===== src/rtl/core/sgb_pkg.sv =====
package sgb_pkg;

	localparam int unsigned PIX_W = 16;
	localparam int unsigned CFG_IDX_W = 3;
	localparam int unsigned CFG_DATA_W = 64;
	localparam int unsigned ACC_W = 40;

	typedef enum logic [CFG_IDX_W-1:0] {
		REG_WIDTH = 3'd0,
		REG_HEIGHT = 3'd1,
		REG_RADIUS = 3'd2,
		REG_WNEAR = 3'd3,
		REG_WFAR = 3'd4
	} cfg_reg_t;

	localparam logic KIND_LOAD = 1'b0;
	localparam logic KIND_FETCH = 1'b1;

	// Control handed from the sequencer to the tap datapath.
	typedef struct packed {
		logic clear;
		logic tap;
		logic last_tap;
	} mac_ctl_t;

	function automatic logic [PIX_W-1:0] round_sat(input logic [ACC_W-1:0] acc);
		logic [ACC_W-1:0] v;
		v = (acc + ACC_W'(32768)) >> 16;
		round_sat = (v > ACC_W'(65535)) ? 16'hFFFF : v[PIX_W-1:0];
	endfunction

endpackage


===== src/rtl/core/sgb_mac.sv =====
module sgb_mac
	import sgb_pkg::*;
(
	input  logic             clk,
	input  mac_ctl_t         ctl,
	input  logic [PIX_W-1:0] pixel,
	input  logic [15:0]      weight,
	output logic [PIX_W-1:0] result
);
	logic [31:0]      prod_s1;
	logic             tap_s1;
	logic             last_s1;
	logic             clear_s1;
	logic [ACC_W-1:0] acc_q;
	logic [ACC_W-1:0] sum;

	always_ff @(posedge clk) begin
		prod_s1 <= pixel * weight;
		tap_s1 <= ctl.tap;
		last_s1 <= ctl.last_tap;
		clear_s1 <= ctl.clear;
	end

	assign sum = (clear_s1 ? '0 : acc_q) + ACC_W'(prod_s1);

	always_ff @(posedge clk) begin
		if (tap_s1) begin
			acc_q <= sum;
		end
		if (tap_s1 && last_s1) begin
			result <= round_sat(sum);
		end
	end
endmodule


===== config.mk =====
export PLATFORM = sky130hd
export DESIGN_NAME = sgb_mac
export DESIGN_NICKNAME = d
export VERILOG_FILES = /design/src/rtl/core/sgb_pkg.sv /design/src/rtl/core/sgb_mac.sv
export SDC_FILE = /design/constraint.sdc
export NUM_CORES = 1
export LEC_CHECK = 0
export ABC_AREA = 1
export BUFFER_PORTS_ARGS = -buffer_cell sky130_fd_sc_hd__buf_4
export CAP_MARGIN = 20
export CORE_MARGIN = 1.5
export CORE_UTILIZATION = 45
export DETAILED_ROUTE_END_ITERATION = 12
export PLACE_DENSITY_LB_ADDON = 0.1
export SLEW_MARGIN = 30
export SYNTH_ARGS = -nofsm -noshare
export SYNTH_HDL_FRONTEND = slang
export SYNTH_SLANG_ARGS = --single-unit

===== constraint.sdc =====
create_clock -name clk -period 8.4 [get_ports clk]
set_input_delay 1.68 -clock clk [delete_from_list [all_inputs] [get_ports clk]]
set_output_delay 1.68 -clock clk [all_outputs]
set_load 0.05 [all_outputs]

==> reports/metrics.cfg <==
[status]
status=complete, no violations

[clocking]
cts_buffer_depth=2
cts.sinks=91
cts_made_buffers=9
clkLatencyLatePin_ps=350
cts_hold_buf=0
clkTransAtPathRegs_ps=60
cts_tree=done
post_cts_resized=0
root_buffer=clkbuf_16
cts_setup_buffers=0
cts-htree-levels=3

[detailed_routing]
routedWlPerCell_um=15.10
vias=12417
drt_iter0_drc=670
drc=0
routed_via_density=4.817
drt_wl_total_mm=38.92
firstDrtPassIters=5
ant_nets=0

[die]
start_util_pct=45.78
die-area_um2=35320
design.core.area_um2=33620
row_count=67
ios=52
die_w_um=187.9
die_y_um=187.9

[synthesis]
ys_async_sr_fraction_pct=0
syn-num-nets=2499
synth_top_area_share_pct=25.36
yosysTopAreaCell=fa_1
synth_top_flop_cell=edfxtp_1
syn-cell-area_um2=15390
synth_area_leaders=fa_1 25%, nand2_1 16%, inv_1 13%
yosysWarnings=0
synth-seq-cells=91
ys_seq_area_share_pct=15.48
synth_edf_count=56
ys_top_cells_by_count=637 x nand2_1, 536 x inv_1, 195 x fa_1
synth_cells=2131
ys_types=43
avgSynthCellArea_um2=7.222
synth.most_common_cell=nand2_1

[layout]
area_growth_pct=6.495
multi_input_area_um2=10650
fin_nets=2493
drive_gt1_share_pct=7.606
diodes=0
finalInstanceArea_um2=16390
fin_util_pct=48.76
seqCellArea_um2=2384
nFillCells=3348

[worst_hold_path]
hold_end=acc_q[0]$_DFFE_PP_
hold_depth=1
hp-class=flip-flop to flip-flop
min_from=prod_s1[0]$_DFF_P_

[sta]
rsz0062_at_grt=no
setup_slack_ps=1324
fin_crit_sh_pct=84.24
relSlewSlack_pct=48.50
drv_slew=0
tns_ps=0
finalSetupViolations=0
skew_ps=8.868
finalCriticalPeriod_ps=7076
fmax_mhz=141.3
tightest_slew_ps=764.4
hold_viol=0

[worst_setup_path]
required_ps=8630
arrival_ps=7310
r2r_end=result[0]$_SDFFCE_PN1P_
reg2reg_slack_ps=3760
r2r_start=clear_s1$_DFF_P_
path_class=primary input to flip-flop
crit_path_end_kind=flip-flop
cp-start-kind=primary input
worstPathMaxFanout=16
r2r_cells=21

[global_route]
grt_busiest_layer=met2
use_met3_pct=1.628
grt_pass1_vias=13016
grt_overflow=0
grtUsageMet2_pct=41.18
grt_use_total_pct=23.22
grt_pass1_wl_mm=65.16
grt_max_degree=42
grt_util_met1_pct=30.95
antenna_found_initial=0

[placed_design]
gp_congestion=0.9546
place_hpwl_mm=32.65
place_area_um2=16070
io_buffers=51
pre_cts_ws_ps=997.8

[job]
cap_violations=0

[stage by stage]
step | hold WS (ps) | cells
5_1_grt | 566.1 | 2578
4_1_cts | 540.6 | 2578
3_3_place_gp | 518.7 | 2562
3_5_place_dp | 525.4 | 2562
2_1_floorplan | 508.3 | 2131
6_report | 535.8 | 2578
[logic make-up (layout without fill, tap and decap cells)]
logic type	after synthesis	count (layout)	synth area share, %
AO/OA/AOI/OAI	90	90	3.333
XOR/XNOR	56	56	3.187
adder cells (fa/ha/maj)	332	332	36.50
buffers and inverters	623	622	15.32
flip-flops	91	91	15.48
AND/OR/NAND/NOR	939	939	26.18
[routing by layer]
metal / part of all wire [%] / vias to the layer above / wire (um)
li1: - / 6223 / -
met4: 1.6 / 0 / 605
met1: 46 / 5916 / 18000
met2: 49 / 243 / 18980
met5: 0 / - / 0
met3: 3.4 / 35 / 1341
[critical path, stage by stage]
cell and delay (ps):
buf_4 200, nand2_1 80, inv_1 50, fa_1 530, inv_1 60, fa_1 580, fa_1 470, fa_1 500
inv_1 50, fa_1 530, inv_1 50, fa_1 530, inv_1 40, ha_1 340, a21oi_1 150, inv_1 70
a31oi_1 240, o21ai_0 120, a21oi_1 210, o21ai_0 190, a21boi_0 350, o21bai_1 120, xor2_1 150
[worst max-delay path by stage]
stage	start	endpoint	depth (start not counted)
after detailed placement	pixel[5]	prod_s1[26]$_DFF_P_	23
final	pixel[5]	prod_s1[26]$_DFF_P_	23
after CTS	pixel[7]	prod_s1[26]$_DFF_P_	23
after global routing	pixel[7]	prod_s1[26]$_DFF_P_	23
after floorplan	pixel[4]	prod_s1[29]$_DFF_P_	22
after global placement	weight[6]	prod_s1[26]$_DFF_P_	23
[area by class of cell]
cell class | instances | share of cell area, %
clock buffers | 9 | 1.374
clock inverters | 7 | 0.5954
inverters | 553 | 12.66
multi-input cells | 1417 | 64.98
flip-flops and latches | 91 | 14.54
well taps | 448 | 3.420
repair buffers | 53 | 2.427
[state kept, by name (all words and copies together) (netlist names)]
name / count
clear_s1: 1
prod_s1: 32
result: 16
acc_q: 40
tap_s1: 1
last_s1: 1
[cells in the final DEF, fill, tap and decap left out, drive strengths merged]
cell type and n:
a211oi 1, a21boi 1, a21o 3, a21oi 47, a221oi 1, a31oi 5
and2 1, buf 53, bufinv 2, clkbuf 9, clkinv 4, dfxtp 35
edfxtp 56, fa 195, ha 137, inv 554, nand2 666, nand3 91
nand4 13, nor2 152, nor3 14, nor4 1, o2111ai 1, o21a 1
o21ai 21, o21bai 5, o221ai 1, o22ai 1, o31ai 2, or2 1
xnor2 15, xor2 41
Power is not shown: default switching activity piles up to over one toggle a cycle in this logic, so the estimate is an artifact.
